**config.mk**
```make
export PLATFORM = sky130hd
export DESIGN_NAME = per_class_rate_limiter_early_drop_core
export DESIGN_NICKNAME = d
export VERILOG_FILES = /design/src/prcl_pkg.sv /design/src/prcl_div.sv /design/src/per_class_rate_limiter_early_drop_core.sv
export VERILOG_INCLUDE_DIRS = /design/src /design/src/src
export SDC_FILE = /design/constraint.sdc
export NUM_CORES = 1
export LEC_CHECK = 0
export ABC_CLOCK_PERIOD_IN_PS = 10300
export BUFFER_PORTS_ARGS = -buffer_cell sky130_fd_sc_hd__buf_2
export CAP_MARGIN = 25
export CORE_ASPECT_RATIO = 0.7
export CORE_MARGIN = 8
export CORE_UTILIZATION = 28
export DETAILED_ROUTE_END_ITERATION = 16
export SYNTH_ARGS = -nofsm -noshare
export SYNTH_HDL_FRONTEND = slang
export SYNTH_SLANG_ARGS = --single-unit
```
**constraint.sdc**
```tcl
create_clock -name clk -period 10.3 [get_ports clk]
set_input_delay 0.515 -clock clk [delete_from_list [all_inputs] [get_ports clk]]
set_output_delay 0.515 -clock clk [all_outputs]
set_load 0.1 [all_outputs]
```
**src/assert_macros.svh**
```systemverilog
// assertion macros shared by the rate limiter rtl
`ifndef ASSERT_MACROS_SVH
`define ASSERT_MACROS_SVH
`ifndef NO_ASSERTIONS
// checked on every clock edge outside of reset
`define ASSERT_RST(lbl, prop, msg) \
	lbl: assert property (@(posedge clk) disable iff (!arst_n) prop) else $error(msg);
// checked on every clock edge, reset included
`define ASSERT_ALWAYS(lbl, prop, msg) \
	lbl: assert property (@(posedge clk) prop) else $error(msg);
`else
`define ASSERT_RST(lbl, prop, msg)
`define ASSERT_ALWAYS(lbl, prop, msg)
`endif
`endif

```
**src/prcl_pkg.sv**
```systemverilog
// shared types and constants of the per-class rate limiter
package prcl_pkg;

	localparam int COUNT_WIDTH = 24;
	localparam int NUM_CLASSES = 3;
	localparam int NUM_REGS    = 3;
	localparam int CLS_W       = (NUM_CLASSES > 1) ? $clog2(NUM_CLASSES) : 1;
	localparam int IDX_W       = (NUM_REGS > 1) ? $clog2(NUM_REGS) : 1;
	localparam int KIND_W      = 3;
	localparam int VERDICT_W   = 2;
	localparam int STEP_W      = $clog2(COUNT_WIDTH + 1);
	localparam int IN_DATA_W   = 8;
	localparam int OUT_DATA_W  = 8;

	typedef logic [COUNT_WIDTH-1:0] count_t;
	typedef logic [VERDICT_W-1:0]   verdict_t;

	localparam count_t CNT_MAX = {COUNT_WIDTH{1'b1}};

	// verdict codes
	localparam verdict_t VERDICT_PASS = 2'd0;
	localparam verdict_t VERDICT_DROP = 2'd1;
	localparam verdict_t VERDICT_NA   = 2'd2;

	// command codes carried in tuser
	localparam logic CMD_MSG  = 1'b0;
	localparam logic CMD_TICK = 1'b1;

	typedef enum logic [2:0] {
		ST_IDLE,
		ST_MSG,
		ST_MSG_DIV,
		ST_TICK,
		ST_TICK_DIV,
		ST_RESULT
	} state_t;

	// request to the shared divider
	typedef struct packed {
		logic   start;
		count_t dividend;
		count_t divisor;
	} div_req_t;

	// divider status
	typedef struct packed {
		logic busy;
		logic done;
	} div_stat_t;

endpackage

```
**src/prcl_div.sv**
```systemverilog
// shared restoring divider, one quotient bit per cycle
module prcl_div
	import prcl_pkg::*;
(
	input  logic      clk,
	input  logic      arst_n,
	input  div_req_t  req,
	output div_stat_t stat,
	output count_t    quot,
	output count_t    rem
);

	logic              busy_q;
	logic              done_q;
	logic [STEP_W-1:0] step_q;
	count_t            rem_q;
	count_t            quot_q;
	count_t            dvs_q;
	logic [COUNT_WIDTH:0] shifted;
	logic [COUNT_WIDTH:0] diff;
	count_t            rem_nxt;
	logic              qbit;

	// one trial subtraction per cycle
	always_comb begin
		shifted = {rem_q, quot_q[COUNT_WIDTH-1]};
		diff    = shifted - {1'b0, dvs_q};
		qbit    = ~diff[COUNT_WIDTH];
		rem_nxt = qbit ? diff[COUNT_WIDTH-1:0] : shifted[COUNT_WIDTH-1:0];
	end

	// control: step counter and done pulse
	always_ff @(posedge clk or negedge arst_n) begin
		if (!arst_n) begin
			busy_q <= 1'b0;
			done_q <= 1'b0;
			step_q <= '0;
		end else begin
			done_q <= 1'b0;
			if (req.start) begin
				busy_q <= 1'b1;
				step_q <= '0;
			end else if (busy_q) begin
				step_q <= step_q + 1'b1;
				if (step_q == STEP_W'(COUNT_WIDTH - 1)) begin
					busy_q <= 1'b0;
					done_q <= 1'b1;
				end
			end
		end
	end

	// datapath: partial remainder and quotient shift register
	always_ff @(posedge clk) begin
		if (req.start) begin
			rem_q  <= '0;
			quot_q <= req.dividend;
			dvs_q  <= req.divisor;
		end else if (busy_q) begin
			rem_q  <= rem_nxt;
			quot_q <= {quot_q[COUNT_WIDTH-2:0], qbit};
		end
	end

	assign stat.busy = busy_q;
	assign stat.done = done_q;
	assign quot      = quot_q;
	assign rem       = rem_q;

endmodule

```
**src/per_class_rate_limiter_early_drop_core.sv**
```systemverilog
// top level of the per-class rate limiter with early drop
//
// Each transaction on the input stream is either a message (tuser = 0) whose tdata names a
// kind, or an interval tick (tuser = 1). A message of a limited class is counted and gets a
// pass or drop verdict on the output stream; a message of a class with a zero limit passes,
// other kinds get "not applicable". A tick gives no output and recomputes each limited
// class's load as count / limit. One shared restoring divider (one quotient bit per clock)
// does both the modulo of the early-drop check and the load division, and the block takes
// one transaction at a time. The output register lets the next transaction be accepted
// while a verdict still waits to be taken. Limits are to be written on the cfg port while
// idle; the block itself does not enforce this.
`include "assert_macros.svh"

module per_class_rate_limiter_early_drop_core
	import prcl_pkg::*;
(
	input  logic                  clk,
	input  logic                  arst_n,
	// input stream
	input  logic                  s_axis_tvalid,
	output logic                  s_axis_tready,
	input  logic [IN_DATA_W-1:0]  s_axis_tdata,  // [2:0] msg_kind
	input  logic                  s_axis_tuser,  // [0] cmd
	// output stream
	output logic                  m_axis_tvalid,
	input  logic                  m_axis_tready,
	output logic [OUT_DATA_W-1:0] m_axis_tdata,  // [1:0] verdict
	// limit registers
	input  logic                  cfg_we,
	input  logic [IDX_W-1:0]      cfg_idx,
	input  logic [COUNT_WIDTH-1:0] cfg_data
);

	state_t          state_q, state_d;
	logic [CLS_W-1:0] cls_q, cls_d;
	verdict_t        res_q, res_d;
	logic            out_valid_q;
	verdict_t        out_verdict_q;

	count_t limit_q [NUM_CLASSES];
	count_t count_q [NUM_CLASSES];
	count_t load_q  [NUM_CLASSES];
	logic   first_q [NUM_CLASSES];

	count_t    cur_lim, cur_cnt, cur_load, cnt_inc;
	logic      cur_first;
	logic      in_accept, is_class, out_load, cnt_wr, tick_wr;
	div_req_t  div_req;
	div_stat_t div_stat;
	count_t    div_quot, div_rem;

	assign in_accept = s_axis_tvalid && s_axis_tready;
	assign is_class  = ({1'b0, s_axis_tdata[KIND_W-1:0]} < (KIND_W + 1)'(NUM_CLASSES));

	// state of the class in work
	assign cur_lim   = limit_q[cls_q];
	assign cur_cnt   = count_q[cls_q];
	assign cur_load  = load_q[cls_q];
	assign cur_first = first_q[cls_q];
	assign cnt_inc   = (cur_cnt == CNT_MAX) ? cur_cnt : cur_cnt + 1'b1;

	prcl_div u_div (
		.clk    (clk),
		.arst_n (arst_n),
		.req    (div_req),
		.stat   (div_stat),
		.quot   (div_quot),
		.rem    (div_rem)
	);

	// sequencer state register
	always_ff @(posedge clk or negedge arst_n) begin
		if (!arst_n) begin
			state_q <= ST_IDLE;
			cls_q   <= '0;
		end else begin
			state_q <= state_d;
			cls_q   <= cls_d;
		end
	end

	always_ff @(posedge clk) begin
		res_q <= res_d;
	end

	// sequencer next state and controls
	always_comb begin
		state_d          = state_q;
		cls_d            = cls_q;
		res_d            = res_q;
		s_axis_tready    = 1'b0;
		out_load         = 1'b0;
		cnt_wr           = 1'b0;
		tick_wr          = 1'b0;
		div_req.start    = 1'b0;
		div_req.dividend = cur_cnt;
		div_req.divisor  = cur_lim;
		unique case (state_q)
			ST_IDLE: begin
				s_axis_tready = 1'b1;
				if (s_axis_tvalid) begin
					if (s_axis_tuser == CMD_TICK) begin
						cls_d   = '0;
						state_d = ST_TICK;
					end else if (is_class) begin
						cls_d   = s_axis_tdata[CLS_W-1:0];
						state_d = ST_MSG;
					end else begin
						res_d   = VERDICT_NA;
						state_d = ST_RESULT;
					end
				end
			end
			ST_MSG: begin
				if (cur_lim == '0) begin
					res_d   = VERDICT_PASS;
					state_d = ST_RESULT;
				end else begin
					cnt_wr = 1'b1;
					if (cur_first) begin
						res_d   = (cnt_inc > cur_lim) ? VERDICT_DROP : VERDICT_PASS;
						state_d = ST_RESULT;
					end else if (cur_load <= count_t'(1)) begin
						res_d   = VERDICT_PASS;
						state_d = ST_RESULT;
					end else begin
						div_req.start    = 1'b1;
						div_req.dividend = cnt_inc;
						div_req.divisor  = cur_load;
						state_d          = ST_MSG_DIV;
					end
				end
			end
			ST_MSG_DIV: begin
				if (div_stat.done) begin
					res_d   = (div_rem == '0) ? VERDICT_PASS : VERDICT_DROP;
					state_d = ST_RESULT;
				end
			end
			ST_TICK: begin
				if (cur_lim == '0) begin
					if (cls_q == CLS_W'(NUM_CLASSES - 1)) begin
						state_d = ST_IDLE;
					end else begin
						cls_d = cls_q + 1'b1;
					end
				end else begin
					div_req.start = 1'b1;
					state_d       = ST_TICK_DIV;
				end
			end
			ST_TICK_DIV: begin
				if (div_stat.done) begin
					tick_wr = 1'b1;
					if (cls_q == CLS_W'(NUM_CLASSES - 1)) begin
						state_d = ST_IDLE;
					end else begin
						cls_d   = cls_q + 1'b1;
						state_d = ST_TICK;
					end
				end
			end
			ST_RESULT: begin
				if (!out_valid_q || m_axis_tready) begin
					out_load = 1'b1;
					state_d  = ST_IDLE;
				end
			end
			default: begin
				state_d = ST_IDLE;
			end
		endcase
	end

	// limit registers
	always_ff @(posedge clk or negedge arst_n) begin
		if (!arst_n) begin
			for (int i = 0; i < NUM_CLASSES; i++) begin
				limit_q[i] <= '0;
			end
		end else if (cfg_we) begin
			for (int i = 0; i < NUM_CLASSES; i++) begin
				if (cfg_idx == IDX_W'(i)) begin
					limit_q[i] <= cfg_data;
				end
			end
		end
	end

	// per-class count, load and first-interval mark
	always_ff @(posedge clk or negedge arst_n) begin
		if (!arst_n) begin
			for (int i = 0; i < NUM_CLASSES; i++) begin
				count_q[i] <= '0;
				load_q[i]  <= '0;
				first_q[i] <= 1'b1;
			end
		end else if (cnt_wr) begin
			count_q[cls_q] <= cnt_inc;
		end else if (tick_wr) begin
			count_q[cls_q] <= '0;
			load_q[cls_q]  <= div_quot;
			first_q[cls_q] <= 1'b0;
		end
	end

	// output register
	always_ff @(posedge clk or negedge arst_n) begin
		if (!arst_n) begin
			out_valid_q <= 1'b0;
		end else if (out_load) begin
			out_valid_q <= 1'b1;
		end else if (m_axis_tready) begin
			out_valid_q <= 1'b0;
		end
	end

	always_ff @(posedge clk) begin
		if (out_load) begin
			out_verdict_q <= res_q;
		end
	end

	assign m_axis_tvalid = out_valid_q;
	assign m_axis_tdata  = {{(OUT_DATA_W - VERDICT_W){1'b0}}, out_verdict_q};

	// checks
	`ASSERT_RST(a_div_start_idle, div_req.start |-> !div_stat.busy, "divider started while busy")
	`ASSERT_RST(a_div_done_state, div_stat.done |-> (state_q == ST_MSG_DIV || state_q == ST_TICK_DIV), "divider result with no waiting step")
	`ASSERT_RST(a_tick_seq, (in_accept && s_axis_tuser == CMD_TICK) |=> (state_q == ST_TICK), "tick did not start the class sweep")
	`ASSERT_RST(a_res_code, (state_q == ST_RESULT) |-> (res_q == VERDICT_PASS || res_q == VERDICT_DROP || res_q == VERDICT_NA), "bad verdict code")
	`ASSERT_RST(a_out_hold, (m_axis_tvalid && !m_axis_tready) |=> (m_axis_tvalid && $stable(m_axis_tdata)), "stalled verdict changed")

endmodule
```
* Word-level counts from Yosys, hierarchy flattened
Index checks and enable logic that the tools add are counted.
** Operators by class
- Add/subtract/negate cells :: 4
- $lt $le $gt $ge :: 5
- Equal/unequal tests :: 20
- Mux-type cells :: 76
- Bitwise logic cells :: 7
- Reductions and logical operators :: 19
** Operator list (number)
- two-way mux 24 bit :: 11
- two-way mux 49 bit :: 3
- binary-select mux 24 bit (select 2 bit) :: 3
- bitwise mux 72 bit :: 2
- two-way mux 72 bit :: 2
- AND 72 bit :: 1
- inverter 72 bit :: 1
- demux 24 bit (select 2 bit) :: 1
- logical NOT 24 bit :: 2
- two-way mux 48 bit :: 1
- two-way mux 3 bit :: 11
- two-way mux 2 bit :: 14
- subtractor 25 x 24 -> 25 bit :: 1
- adder 24 x 1 -> 24 bit (second input constant) :: 1
- == test 24 bit (second input constant) :: 1
- > comparator 24 bit :: 1
- <= comparator 24 x 1 -> 1 bit (second input constant) :: 1
- two-way mux 1 bit :: 20
- case mux 3 bit (6 select lines) :: 1
- case mux 2 bit (3 select lines) :: 2
- two-way mux 5 bit :: 2
- inequality test 2 bit (second input constant) :: 5
- AND reduction 5 bit :: 2
- AND reduction 2 bit :: 4
- 29 further kinds :: 38
** Storage, ports and cells
- Register bits :: 308
- Input bits :: 40
- Output and inout bits :: 10
- Logic and storage cells :: 154

* Logic depth before layout (Yosys ltp)
- Depth in word-level cells :: 11
- Gate-level depth with buffers :: 25
- Gate-level depth less buffers :: 19

* Modules after synthesis
Synthesis repeated with hierarchy kept, for this count alone.
** Unflattened totals
- Cell total of the unflattened synthesis :: 1482
- Area, all modules :: 16905.0 um^2
** By module, submodules not included
- per_class_rate_limiter_early_drop_core :: times used 1, cells an instance 1083, area each 12477.0 um^2, sequential area each 5754.3 um^2
- prcl_div :: times used 1, cells an instance 399, area each 4428.0 um^2, sequential area each 2097.0 um^2

* Least setup slack after synthesis
Ideal clock, no wire load.
- Kind :: flip-flop to flip-flop
- Start :: register cls_q[0]
- End :: register res_q[0] (data pin)
- Setup time :: 0.152 ns
- Arrival :: 4.078 ns
- Required time :: 10.148 ns
- Slack :: 6.070 ns
- Cell stages (with the launch flop) :: 26
- Clock period less this slack :: 4.230 ns
- Path through :: dfrtp_1 -> buf_4 -> buf_8 -> buf_8 -> buf_12 -> buf_8 -> mux2i_1 -> a2bb2oi_1 -> inv_2 -> ha_1 -> nand3_1 -> or3_1 -> buf_2 -> o2111a_1 -> and2_1 -> xnor2_1 -> inv_1 -> ha_1 -> nand3_1 -> nor2_1 -> nand2_1 -> nor3_1 -> o21ai_0 -> a21oi_1 -> nor3_1 -> o21ai_0
** Between the ends
- Longest elaborated chain between the ends :: 11
- Elaborated cells between the ends (all ways) :: 19
** Ends and longest elaborated chain
- start: declaration :: line per_class_rate_limiter_early_drop_core.sv:35 : logic [CLS_W-1:0] cls_q, cls_d;
- start signal: assignment :: line per_class_rate_limiter_early_drop_core.sv:78 : cls_q <= cls_d;
- inverter 2 -> 3 bit (not written as such) (*) :: line per_class_rate_limiter_early_drop_core.sv:56, per_class_rate_limiter_early_drop_core.sv:57, per_class_rate_limiter_early_drop_core.sv:59
- binary-select mux 24 bit (select 2 bit) :: line per_class_rate_limiter_early_drop_core.sv:57 : assign cur_cnt = count_q[cls_q];
- two-way mux 24 bit (not written as such) (2 in a row) :: line per_class_rate_limiter_early_drop_core.sv:57
- adder 24 x 1 -> 24 bit / == test 24 bit (equally long branches) :: line per_class_rate_limiter_early_drop_core.sv:60 : assign cnt_inc = (cur_cnt == CNT_MAX) ? cur_cnt : cur_cnt + 1'b1;
- two-way mux 24 bit :: line per_class_rate_limiter_early_drop_core.sv:60
- > comparator 24 bit :: line per_class_rate_limiter_early_drop_core.sv:121 : res_d = (cnt_inc > cur_lim) ? VERDICT_DROP : VERDICT_PASS;
- two-way mux 1 bit :: line per_class_rate_limiter_early_drop_core.sv:121
- two-way mux 2 bit :: line per_class_rate_limiter_early_drop_core.sv:120 : if (cur_first) begin
- two-way mux 2 bit (*) :: line per_class_rate_limiter_early_drop_core.sv:115 : if (cur_lim == '0) begin
- case mux 2 bit (3 select lines) (*) :: line per_class_rate_limiter_early_drop_core.sv:98 : unique case (state_q)
- end signal: assignment :: line per_class_rate_limiter_early_drop_core.sv:83 : res_q <= res_d;
- end: declaration :: line per_class_rate_limiter_early_drop_core.sv:36 : verdict_t res_q, res_d;
Mark *: on every way between the ends. The rest lies on a longest branch, timed or not. The select of a mux whose other input is x is not followed.
A chain may end at the register's enable or synchronous reset.

* Final worst setup path
Same ends and word-level chain as after synthesis.

==> summary.md <==
| Metric | Value |
|---|---|
| Synth Flop Type | sky130_fd_sc_hd__dfrtp_1 |
| Count of unresolved DRC violations after routing | 0 |
| Number of antenna-violating nets in the routed design | 0 |
| Highest clock rate | about 140 MHz |
| Worst setup slack for register-to-register paths | about 3400 ps |
| Register Area | a little under 0.008 sq mm |
| Skew final | around 15 ps |
| Final wirelength | 46,600 um |
| Area enclosed by the die boundary | slightly below 0.07 sq mm |
| Endpoints failing hold | 0 |
| Number of filler cells placed in the layout | 6,028 |
| DR pass1 iterations | 5 |
| Initial antenna violation count | 1 |
| Worst Tran Pin Value | slightly above 1000 ps |
| Avg Inst Size Synth | 11.0 sq um |
| Total Neg Setup Slack | 0 ps |
| Effective utilization at floorplan | between 20 and 30% |
| Power per unit of standard cell area | 280 mW/mm^2 |
| Post-synth EDFFs | 52 |
| Share of the yosys chip area belonging to registers | between 40% and 50% |
| Synth Register Bits | ~310 |
| Leading cell type in the layout, fill and taps excluded | sky130_fd_sc_hd__dfrtp_1 |
| Internal power of the cells | a little over 0.003 W |
| Endpoints failing setup | 0 |
| Critical Path End Type | register |
| Final min period | slightly below 7000 ps |
| Total clock buffers created by CTS | 31 |
| Clock latency of the later-clocked register in the worst-skew pair | approximately 590 ps |
| Root Buffer Master | sky130_fd_sc_hd__clkbuf_16 |
| DRC violation total after the first TritonRoute iteration | 1,086 |
| Number of port buffers | 38 |
| Die height | about 220 um |
| Count of buffers added by post-CTS timing repair for setup | 0 |
| Clock tree from TritonCTS | built |
| Core Area | 0.0596 sq mm |
| Top fanout value on the critical path | 50 |
| Distinct cell type count after synthesis | 81 |
| Count of pins over their slew limit | 0 |
| Synthesized instance count | 1,521 |
| Number of I/O pins | 50 |
| Layout overhead on the synthesized area | 12.2% |
| Cell row count | 75 |
| Mean routed wirelength per cell | 19.7 um |
| Startpoint types | register |
| Clock share of power | a little over a fifth |
| Sum of net half-perimeters after detailed placement | around 33,000 um |
| Number of global-route vias before repair | approximately 12,000 |
| Tcrit/Tclk final | about two thirds |
| Maximum number of pins on one net before global-route repair | a little over 100 |
| Post_cts resized | 0 |
| Count of warnings emitted by yosys | 0 |
| Classification of the worst-slack hold path | input port to register |
| Cell count after placement | 2,307 |
| Switching fraction of total power | between 40% and 50% |
| Max-cap violations | 0 |
| Comb pwr share | between 40 and 50% |
| Share of cells above drive strength 1 | 19.9% |
| TritonCTS sink count | between 300 and 400 |
| Chip width | 308 um |
| Tightest slew margin relative to the limit | between 30% and 40% |
| Synthesized area | 0.0168 sq mm |
| Arrival time at the worst endpoint | between 7000 and 8000 ps |
| Setup repair after global routing missed its margin | no |
| Grt total ovfl | 0 |
| Sw power | 0.00222 W |
| Final-stage net count | approximately 1,600 |
| Total global-route track usage | between 10% and 20% |
| Status | finished clean |
| Bufs on Longest Clock Path | 3 |
| Kind of critical path | register to register |
| Max rail drop VDD | between 0.1 and 0.15 mV |
| Leakage | 8.25 nW |
| Total number of vias | approximately 12,000 |
| Global-route wire length before repair | around 73,000 um |
| Commonest non-fill, non-tap cells in the layout | sky130_fd_sc_hd__dfrtp_1, sky130_fd_sc_hd__mux2_2, sky130_fd_sc_hd__o2bb2ai_1 |
| Sequential share of power | roughly a third |
| Routability cong. | 0.897 |
| Clock slew seen by the registers of the worst setup and hold paths | 60 ps |
| Depth of the CTS H-tree | 1 |
| Area of the multi-input gates | 0.00812 sq mm |
| DR vias/cell | roughly 5.2 |
| FFs w/ async S/R, synth | ~75% |
| Endpoint required time on the critical path | 10,640 ps |
| Antenna cell count | 0 |
| Number of cells in the finished layout apart from fillers | roughly 2,400 |
critical path, cell delays in order (launching register included):
cell and delay [ps]:
sky130_fd_sc_hd__dfrtp_4 770, sky130_fd_sc_hd__buf_4 830, sky130_fd_sc_hd__mux2i_1 210, sky130_fd_sc_hd__a2bb2oi_1 230, sky130_fd_sc_hd__or4_1 770, sky130_fd_sc_hd__or3_1 630
sky130_fd_sc_hd__o2111a_1 390, sky130_fd_sc_hd__and2_1 220, sky130_fd_sc_hd__xnor2_1 360, sky130_fd_sc_hd__inv_1 100, sky130_fd_sc_hd__ha_1 280, sky130_fd_sc_hd__nand3_1 100
sky130_fd_sc_hd__nor2_1 130, sky130_fd_sc_hd__nand2_1 100, sky130_fd_sc_hd__nor3_1 440, sky130_fd_sc_hd__o21ai_0 190, sky130_fd_sc_hd__a21oi_1 280, sky130_fd_sc_hd__nor3_1 110
sky130_fd_sc_hd__o21ai_0 400
cell families (layout without fill, tap and decap cells):
family	after synthesis	after routing	share of synthesized area, %
flops	308	308	46.9
fa+ha+maj	54	54	4.08
compound gates	385	385	16.5
mux	250	250	16.2
xor+xnor	36	36	1.88
other cells	1	6	0.0224
simple gates	315	315	9.61
buf+inv	172	207	4.92
power groups by stage:
stage | registers (W) | clock network (W) | logic (W)
5_1_grt | 0.00183 | 0.00121 | 0.00256
6_report | 0.00179 | 0.00113 | 0.00235
2_1_floorplan | 0.00171 | 0 | 0.00173
3_5_place_dp | 0.00181 | 0 | 0.00229
3_3_place_gp | 0.00180 | 0 | 0.00224
4_1_cts | 0.00179 | 0.00116 | 0.00231
final timing paths:
kind / startpoint / to / cells after the start
worst max-delay path: cls_q[0] / res_q[0] / 18
worst min-delay path: cfg_data[21] / limit_q[21] / 2
worst max register to register: cls_q[0] / res_q[0] / 18
worst min register to register: res_q[1] / out_verdict_q[1] / 0
max in group asynchronous: arst_n / cls_q[0] / 4
min in group asynchronous: arst_n / limit_q[30] / 2
cell type report:
class | count | area share [%]
inverters | 81 | 1.62
multi-input cells | 1046 | 43.2
well taps | 808 | 5.37
clock inverters | 12 | 0.399
clock buffers | 46 | 4.96
flip-flops and latches | 308 | 41.8
repair buffers | 68 | 2.70
metrics by stage:
stage / hold WS, ps / util (%) / worst slack, ps / total power [W] / cell area (sq um)
2_1_floorplan: 219 / - / 6070 / 0.00345 / 16800
3_3_place_gp: 401 / 29.7 / 3520 / 0.00404 / 17700
3_5_place_dp: 406 / 29.7 / 3530 / 0.00411 / 17700
4_1_cts: 167 / 31.4 / 3520 / 0.00525 / 18700
5_1_grt: 177 / 31.6 / 3130 / 0.00560 / 18800
6_report: 188 / 31.6 / 3380 / 0.00527 / 18800
cells in the mapped netlist (all sizes together) (2+ instances only):
cell type  number  area (sq um)
a211o           9          80.1
a211oi         14           105
a21boi          3          22.5
a21o           15           113
a21oi          76           380
a22oi          19           143
a2bb2oi         8          70.1
a311oi          3          26.3
a31oi          11          68.8
and2            5          31.3
and3            2          12.5
and4            7          61.3
buf            59           400
clkbuf         32           120
dfrtp         229          5730
dfstp           3          78.8
dfxtp          24           480
edfxtp         52          1560
ha             53           663
inv            80           300
mux2          163          1840
mux2i          87           871
nand2          86           323
nand2b          5          31.3
nand3          24           120
nand3b          7          52.6
nand4          21           131
nor2           73           277
nor2b          12          77.6
nor3           27           163
nor3b           4          30.0
nor4           15          93.8
o2111ai         2          17.5
o211ai         12          95.1
o21a            9          67.6
o21ai          76           395
o2bb2ai       101           928
o311ai          4          42.6
o31a            3          26.3
o31ai           8          60.1
or2             2          12.5
or3            13          86.3
or4            10          75.1
xnor2          22           193
xor2           14           123
timing repair:
action | 4_1_cts | 5_1_grt
hold endpoints to repair | 6 | 0
hold buffers | 1 | 0
endpoints found under the setup margin | 0 | 0
state kept, by name (all words and copies together) (netlist names), 3 cells and up:
register      count
load_q           72
limit_q          72
u_div.quot       24
u_div.rem        24
count_q          72
state_q           3
u_div.dvs_q      24
u_div.step_q      5
first_q           3
layer usage:
layer,share of wire [%],global-route usage [%],vias up
met5,0.16,0.798,-
met4,1.4,2.06,2
met1,49,20.0,6224
met3,7.7,3.45,52
li1,-,-,5674
met2,42,19.7,368
Power figures use the tool's default switching activity.
